$ cat config.mk
export PLATFORM = sky130hd
export DESIGN_NAME = pooling_window_reducer_top
export DESIGN_NICKNAME = d
export VERILOG_FILES = /design/src/design/pwr_pkg.sv /design/src/design/pwr_iter_unit.sv /design/src/design/pooling_window_reducer_top.sv
export SDC_FILE = /design/constraint.sdc
export NUM_CORES = 1
export LEC_CHECK = 0
export BUFFER_PORTS_ARGS = -buffer_cell sky130_fd_sc_hd__clkbuf_2
export CORE_UTILIZATION = 30
export CTS_BUF_LIST = sky130_fd_sc_hd__clkbuf_4 sky130_fd_sc_hd__clkbuf_8
export CTS_CLUSTER_DIAMETER = 100
export DETAILED_ROUTE_END_ITERATION = 6
export HOLD_SLACK_MARGIN = 0.05
export PLACE_DENSITY = 0.55
export SLEW_MARGIN = 20
export SYNTH_ARGS = -nofsm -noshare
export SYNTH_HDL_FRONTEND = slang
export SYNTH_HIERARCHICAL = 1
export SYNTH_SLANG_ARGS = --single-unit
$ cat constraint.sdc
create_clock -name clk -period 5.8 [get_ports clk]
set_input_delay 0.29 -clock clk [delete_from_list [all_inputs] [get_ports clk]]
set_output_delay 0.29 -clock clk [all_outputs]
set_load 0.05 [all_outputs]
$ cat src/design/pwr_pkg.sv
// Shared types and constants for the pooling window reducer.
package pwr_pkg;

    localparam int SAMPLE_W = 16;
    localparam int DIV_W    = 13;
    localparam int ACC_W    = 48;
    localparam int ROOT_W   = ACC_W / 2;
    localparam int ALU_W    = ROOT_W + 3;
    localparam int CNT_W    = $clog2(ACC_W);

    localparam logic [DIV_W-1:0] MAX_WINDOW = 13'd4096;

    localparam logic signed [SAMPLE_W-1:0] Q_MIN = 16'sh8000;
    localparam logic signed [SAMPLE_W-1:0] Q_MAX = 16'sh7FFF;

    localparam logic [1:0] MODE_AVG = 2'd0;
    localparam logic [1:0] MODE_MAX = 2'd1;
    localparam logic [1:0] MODE_L2  = 2'd2;

    typedef enum logic [1:0] {
        ST_ACC,
        ST_CALC,
        ST_PUT
    } top_state_t;

    typedef enum logic [1:0] {
        U_IDLE,
        U_DIV,
        U_SQRT
    } unit_state_t;

    typedef struct packed {
        logic start;
        logic use_sqrt;
    } unit_req_t;

    typedef struct packed {
        logic             done;
        logic [ACC_W-1:0] value;
    } unit_rsp_t;

endpackage

$ cat src/design/pwr_iter_unit.sv
// Iterative divide and square root sharing one subtract-compare unit.
module pwr_iter_unit (
    input  logic                           clk,
    input  logic                           rst_n,
    input  pwr_pkg::unit_req_t             req,
    input  logic [pwr_pkg::ACC_W-1:0]      dividend,
    input  logic [pwr_pkg::DIV_W-1:0]      divisor,
    output pwr_pkg::unit_rsp_t             rsp
);
    import pwr_pkg::*;

    unit_state_t       state_reg, state_next;
    logic [CNT_W-1:0]  cnt_reg, cnt_next;
    logic              done_reg, done_next;
    logic              sqrt_reg, sqrt_next;
    logic [ACC_W-1:0]  num_reg, num_next;
    logic [DIV_W-1:0]  div_reg, div_next;
    logic [ALU_W-3:0]  rem_reg, rem_next;
    logic [ROOT_W-1:0] root_reg, root_next;

    logic [ALU_W-1:0]  alu_a;
    logic [ALU_W-1:0]  alu_b;
    logic [ALU_W:0]    alu_diff;
    logic              alu_ge;

    always_comb
    begin
        case (state_reg)
            U_DIV:
            begin
                alu_a = ALU_W'({rem_reg, num_reg[ACC_W-1]});
                alu_b = ALU_W'(div_reg);
            end
            U_SQRT:
            begin
                alu_a = {rem_reg, num_reg[ACC_W-1 -: 2]};
                alu_b = ALU_W'({root_reg, 2'b01});
            end
            default:
            begin
                alu_a = '0;
                alu_b = '0;
            end
        endcase
        alu_diff = {1'b0, alu_a} - {1'b0, alu_b};
        alu_ge   = ~alu_diff[ALU_W];
    end

    always_comb
    begin
        state_next = state_reg;
        cnt_next   = cnt_reg;
        done_next  = 1'b0;
        sqrt_next  = sqrt_reg;
        num_next   = num_reg;
        div_next   = div_reg;
        rem_next   = rem_reg;
        root_next  = root_reg;
        case (state_reg)
            U_IDLE:
            begin
                if (req.start)
                begin
                    num_next   = dividend;
                    div_next   = divisor;
                    rem_next   = '0;
                    root_next  = '0;
                    sqrt_next  = req.use_sqrt;
                    cnt_next   = CNT_W'(ACC_W - 1);
                    state_next = U_DIV;
                end
            end
            U_DIV:
            begin
                rem_next = alu_ge ? alu_diff[ALU_W-3:0] : alu_a[ALU_W-3:0];
                num_next = {num_reg[ACC_W-2:0], alu_ge};
                cnt_next = cnt_reg - 1'b1;
                if (cnt_reg == '0)
                begin
                    if (sqrt_reg)
                    begin
                        rem_next   = '0;
                        root_next  = '0;
                        cnt_next   = CNT_W'(ROOT_W - 1);
                        state_next = U_SQRT;
                    end
                    else
                    begin
                        done_next  = 1'b1;
                        state_next = U_IDLE;
                    end
                end
            end
            U_SQRT:
            begin
                rem_next  = alu_ge ? alu_diff[ALU_W-3:0] : alu_a[ALU_W-3:0];
                root_next = {root_reg[ROOT_W-2:0], alu_ge};
                num_next  = {num_reg[ACC_W-3:0], 2'b00};
                cnt_next  = cnt_reg - 1'b1;
                if (cnt_reg == '0)
                begin
                    done_next  = 1'b1;
                    state_next = U_IDLE;
                end
            end
            default:
            begin
                state_next = U_IDLE;
            end
        endcase
    end

    always_ff @(posedge clk or negedge rst_n)
    begin
        if (!rst_n)
        begin
            state_reg <= U_IDLE;
            cnt_reg   <= '0;
            done_reg  <= 1'b0;
        end
        else
        begin
            state_reg <= state_next;
            cnt_reg   <= cnt_next;
            done_reg  <= done_next;
        end
    end

    always_ff @(posedge clk)
    begin
        sqrt_reg <= sqrt_next;
        num_reg  <= num_next;
        div_reg  <= div_next;
        rem_reg  <= rem_next;
        root_reg <= root_next;
    end

    assign rsp.done  = done_reg;
    assign rsp.value = sqrt_reg ? ACC_W'(root_reg) : num_reg;

endmodule

$ cat src/design/pooling_window_reducer_top.sv
// Pooling window reducer: max, average and L2 reduction of streamed windows.
// Non-last beat: accepted every cycle and accumulated into the running total register.
// Last beat: max mode skips the divider; average mode runs a 48-step divide,
// L2 mode a 48-step divide plus 24-step root on the shared subtractor.
// Input is not ready from a last beat until its result enters the output register.
// Reset: max mode, running total at -32768, output empty; reset is asynchronous.
module pooling_window_reducer_top (
    input  logic        clk,
    input  logic        rst_n,
    input  logic        pool_mode_we,
    input  logic [1:0]  pool_mode_wdata,
    input  logic        s_axis_tvalid,
    output logic        s_axis_tready,
    input  logic [31:0] s_axis_tdata,   // sample [15:0], divisor [28:16], zero [31:29]
    input  logic        s_axis_tlast,
    output logic        m_axis_tvalid,
    input  logic        m_axis_tready,
    output logic [15:0] m_axis_tdata    // pooled_value [15:0]
);
    import pwr_pkg::*;

    top_state_t               state_reg, state_next;
    logic [1:0]               mode_reg, mode_next;
    logic [ACC_W-1:0]         total_reg, total_next;
    logic                     neg_reg, neg_next;
    logic [SAMPLE_W-1:0]      res_reg, res_next;
    logic                     out_valid_reg, out_valid_next;
    logic [SAMPLE_W-1:0]      out_data_reg, out_data_next;

    logic signed [SAMPLE_W-1:0] sample;
    logic [DIV_W-1:0]         divisor_in;
    logic [DIV_W-1:0]         div_clamped;
    logic [ACC_W-1:0]         sample_ext;
    logic signed [2*SAMPLE_W-1:0] sq;
    logic [ACC_W:0]           sq_sum;
    logic [ACC_W:0]           lin_sum;
    logic [ACC_W-1:0]         acc;
    logic [ACC_W-1:0]         mag;
    logic [ACC_W-1:0]         start_cur;
    logic [ACC_W-1:0]         start_new;
    logic                     in_beat;
    logic [ACC_W-1:0]         q;
    logic [SAMPLE_W-1:0]      calc_res;

    unit_req_t                req;
    unit_rsp_t                rsp;

    assign sample     = signed'(s_axis_tdata[SAMPLE_W-1:0]);
    assign divisor_in = s_axis_tdata[SAMPLE_W +: DIV_W];
    assign sample_ext = ACC_W'(sample);
    assign in_beat    = s_axis_tvalid && s_axis_tready;

    assign start_cur = (mode_reg == MODE_MAX) ? ACC_W'(Q_MIN) : '0;
    assign start_new = (pool_mode_wdata == MODE_MAX) ? ACC_W'(Q_MIN) : '0;

    always_comb
    begin
        sq      = sample * sample;
        sq_sum  = {1'b0, total_reg} + (ACC_W + 1)'(unsigned'(sq));
        lin_sum = {total_reg[ACC_W-1], total_reg} + {sample_ext[ACC_W-1], sample_ext};
        case (mode_reg)
            MODE_MAX:
            begin
                acc = (signed'(sample_ext) > signed'(total_reg)) ? sample_ext : total_reg;
            end
            MODE_L2:
            begin
                acc = sq_sum[ACC_W] ? {ACC_W{1'b1}} : sq_sum[ACC_W-1:0];
            end
            default:
            begin
                if (lin_sum[ACC_W] != lin_sum[ACC_W-1])
                begin
                    acc = lin_sum[ACC_W] ? {1'b1, {(ACC_W-1){1'b0}}}
                                         : {1'b0, {(ACC_W-1){1'b1}}};
                end
                else
                begin
                    acc = lin_sum[ACC_W-1:0];
                end
            end
        endcase
        mag = acc[ACC_W-1] ? (~acc + 1'b1) : acc;

        if (divisor_in == '0)
        begin
            div_clamped = DIV_W'(1);
        end
        else if (divisor_in > MAX_WINDOW)
        begin
            div_clamped = MAX_WINDOW;
        end
        else
        begin
            div_clamped = divisor_in;
        end
    end

    assign req.start    = (state_reg == ST_ACC) && in_beat && s_axis_tlast
                          && (mode_reg != MODE_MAX);
    assign req.use_sqrt = (mode_reg == MODE_L2);

    pwr_iter_unit u_iter (
        .clk      (clk),
        .rst_n    (rst_n),
        .req      (req),
        .dividend ((mode_reg == MODE_L2) ? acc : mag),
        .divisor  (div_clamped),
        .rsp      (rsp)
    );

    always_comb
    begin
        q = rsp.value;
        if (mode_reg == MODE_L2)
        begin
            calc_res = (q > ACC_W'(Q_MAX)) ? Q_MAX : q[SAMPLE_W-1:0];
        end
        else if (neg_reg)
        begin
            calc_res = (q > ACC_W'(unsigned'(Q_MIN))) ? Q_MIN : (~q[SAMPLE_W-1:0] + 1'b1);
        end
        else
        begin
            calc_res = (q > ACC_W'(Q_MAX)) ? Q_MAX : q[SAMPLE_W-1:0];
        end
    end

    always_comb
    begin
        state_next     = state_reg;
        mode_next      = mode_reg;
        total_next     = total_reg;
        neg_next       = neg_reg;
        res_next       = res_reg;
        out_valid_next = out_valid_reg;
        out_data_next  = out_data_reg;
        s_axis_tready  = 1'b0;

        if (out_valid_reg && m_axis_tready)
        begin
            out_valid_next = 1'b0;
        end

        case (state_reg)
            ST_ACC:
            begin
                s_axis_tready = 1'b1;
                if (s_axis_tvalid)
                begin
                    total_next = acc;
                    if (s_axis_tlast)
                    begin
                        total_next = start_cur;
                        neg_next   = (mode_reg != MODE_L2) && acc[ACC_W-1];
                        if (mode_reg == MODE_MAX)
                        begin
                            res_next   = acc[SAMPLE_W-1:0];
                            state_next = ST_PUT;
                        end
                        else
                        begin
                            state_next = ST_CALC;
                        end
                    end
                end
            end
            ST_CALC:
            begin
                if (rsp.done)
                begin
                    res_next   = calc_res;
                    state_next = ST_PUT;
                end
            end
            ST_PUT:
            begin
                if (!out_valid_reg || m_axis_tready)
                begin
                    out_valid_next = 1'b1;
                    out_data_next  = res_reg;
                    state_next     = ST_ACC;
                end
            end
            default:
            begin
                state_next = ST_ACC;
            end
        endcase

        if (pool_mode_we)
        begin
            mode_next  = pool_mode_wdata;
            total_next = start_new;
        end
    end

    always_ff @(posedge clk or negedge rst_n)
    begin
        if (!rst_n)
        begin
            state_reg     <= ST_ACC;
            mode_reg      <= MODE_MAX;
            total_reg     <= ACC_W'(Q_MIN);
            out_valid_reg <= 1'b0;
        end
        else
        begin
            state_reg     <= state_next;
            mode_reg      <= mode_next;
            total_reg     <= total_next;
            out_valid_reg <= out_valid_next;
        end
    end

    always_ff @(posedge clk)
    begin
        neg_reg      <= neg_next;
        res_reg      <= res_next;
        out_data_reg <= out_data_next;
    end

    assign m_axis_tvalid = out_valid_reg;
    assign m_axis_tdata  = out_data_reg;

endmodule

==> results by group <==
Final layout
  – Area grow syn2layout: 34.3%
  – Sequential Area: slightly below 6000 sq um
  – Nets: 4857
  – FILL cells: approximately 10000
  – Layout cell share with drive strength beyond 1: 0.303
  – Most frequent cells in the layout: buf_4, inv_1, nor2_1
  – Multi-input gate area: roughly 23000 sq um
  – Most common cell after layout, fill and taps aside: buf_4

Floorplanning
  – Die span in x: 318 um
  – Die area: 101000 sq um
  – Die Y: 318 um
  – Std cell rows: 115
  – # IOs: 58
  – Starting Density: 0.304
  – Core ar.: slightly below 100000 sq um

CTS
  – Max clock buf depth: 3
  – Num CTS Buffers: 40
  – Htree depth: 2
  – CTS tree: done
  – Clk_lat worst skew: 620 ps
  – # clock sinks: 206
  – CTS root buf: clkbuf_8
  – Clk pin slew, worst setup/hold paths: 60 ps

Timing
  – Slew @ Worst Pin: 1170 ps
  – Slew margin rel.: 0.217
  – Hold Fails Final Rpt: 0
  – Clock Skew: 42.9 ps
  – Fmax: 103 MHz
  – Min Hold Slack: approximately 76 ps
  – Final setup margin: -3890 ps
  – Pins Over Slew Limit: 0
  – Unrepaired setup endpoints after global routing: true
  – Fin crit period: 9690 ps
  – Final setup viols: 112
  – Final period util: 1.67

Setup path
  – Cell mode on critical path: fa_1
  – CP Max Fanout: 8
  – Bufs and invs on worst path: 12
  – CP max-delay cell: fa_2
  – CP required: 6100 ps
  – Setup crit end kind: register
  – CP top delay family: adder cells
  – Crit path largest cell delay: between 500 and 600 ps
  – Worst EP arrival: 9990 ps
  – Startpoint types: primary input
  – Kind of critical path: primary input to register

Drt
  – Vias per inst: 5.16
  – First-pass detailed-route iteration total: 6
  – Initial DRC count: 2530
  – Via count: 29100
  – Post-DRT Antenna Nets: 0
  – DRC viols: 0
  – WL final: ~110 mm
  – Wire per inst: 18.9 um

Synth
  – Synth Net Count: 4129
  – Seq/Total Area, Yosys: 0.197
  – Yosys reg bits: 206
  – Post-Synthesis Cells: 3598
  – Async SR Flop Fraction: 0.301
  – Ys Warns: 6
  – Syn Area/Cell: 8.33 sq um
  – Unique masters post-synth: 112
  – Number of synthesized flops with an enable pin: 144
  – Synth Flop Type: edfxtp_1
  – Cell Area, Synth: 30000 sq um

GRT
  – Largest net degree at the start of global routing: just over 100
  – Vias in the first global route: roughly 29000
  – Global-route usage over all layers: 0.209
  – First-pass GRT wire length: 167 mm
  – Grt ovf: 0
  – Initial antenna violation count: 4

Placement
  – DP HPWL: 86.1 mm
  – Routability Congestion: between 0.9 and 1
  – Port bufs: 54

Run status
  – Failing checks: setup timing
  – Status: finished, violations left

Min path
  – Worst hold path class: primary input to register

Run
  – Max-cap violations: 0
==> layout make-up <==
type | instances | share of cell area
well taps | 1287 | 0.0400
repair buffers | 845 | 0.167
clock inverters | 13 | 0.00246
inverters | 500 | 0.0467
diodes | 3 | 0.000186
multi-input cells | 2733 | 0.579
flip-flops and latches | 206 | 0.147
clock buffers | 59 | 0.0175
==> routing by layer <==
metal  vias up  routed length [um]  track usage
met5         -                  13            0
met4         2                3370       0.0559
met3       187                6700       0.0223
met2       957               47600        0.338
met1     14000               49200        0.295
li1      14000                   -            -
==> per-stage QoR <==
stage                     setup slack (ps)  utilization  instance area, sq um  TNS (ps)  std cells
after floorplan                      -3990            -                 30400   -296200       3598
after CTS                            -3820        0.398                 39300   -317270       5625
after global placement               -5100        0.375                 37000   -442970       5502
after global routing                 -4280        0.408                 40300   -363780       5644
after detailed placement             -5270        0.375                 37000   -460460       5502
final                                -3890        0.408                 40300   -326250       5646
==> worst register-to-register path: cells and delay by family (launching register included) <==
family	cells	cell delay, ps
compound gates	5	1010
xor+xnor	1	110
fa+ha+maj	1	300
buf+inv	5	1080
flops	1	580
simple gates	10	2500
==> path summary, 6_finish.rpt <==
kind | start | to | slack (ps) | depth (start not counted)
max | s_axis_tdata[2] | u_iter/num_reg[37] | -3890 | 46
min | s_axis_tdata[27] | u_iter/div_reg[11] | 80 | 2
max reg2reg | total_reg[47] | u_iter/num_reg[26] | -50 | 22
min reg2reg | res_reg[14] | m_axis_tdata[14] | 420 | 0
max in group asynchronous | rst_n | mode_reg[1] | 4570 | 3
min in group asynchronous | rst_n | u_iter/cnt_reg[3] | 90 | 2
==> cell families after synthesis <==
logic type               synth area share
multiplexers                       0.0212
adder cells (fa/ha/maj)             0.265
XOR/XNOR                           0.0508
AND/OR/NAND/NOR                     0.169
AO/OA/AOI/OAI                       0.211
flip-flops                          0.197
buffers and inverters              0.0855
==> timing repair <==
action	4_1_cts	5_1_grt
setup buffers	37	28
pin swaps	94	89
hold endpoints to repair	30	0
hold buffers	16	0
gates resized for setup	281	178
cloned	1	1
setup endpoints to repair	112	112
==> cells in the mapped netlist, drive strengths merged (20+ instances only) <==
cell | count | area, sq um
inv | 498 | 1870
nor4 | 37 | 272
and2 | 71 | 444
ha | 252 | 3150
a211oi | 28 | 230
clkbuf | 120 | 450
xnor2 | 122 | 1070
buf | 39 | 235
nor2b | 56 | 350
o22ai | 33 | 206
edfxtp | 144 | 4320
xor2 | 52 | 455
o21a | 23 | 173
or3 | 31 | 199
o21ai | 205 | 1040
nand3 | 61 | 305
mux2 | 29 | 327
dfstp | 34 | 893
mux2i | 31 | 310
o31ai | 29 | 245
a21oi | 287 | 1450
dfrtp | 28 | 701
o211ai | 20 | 150
nor3 | 75 | 392
a31oi | 42 | 269
nand2 | 264 | 993
a22oi | 67 | 503
o21bai | 23 | 176
a21o | 50 | 375
and3 | 24 | 150
nand2b | 38 | 238
nor2 | 307 | 1150
a22o | 29 | 254
nand4 | 32 | 200
fa | 239 | 4780
Power is left out: the tool's default activity adds up to more than one toggle a clock period on the data nets, which glitch-free logic cannot reach.
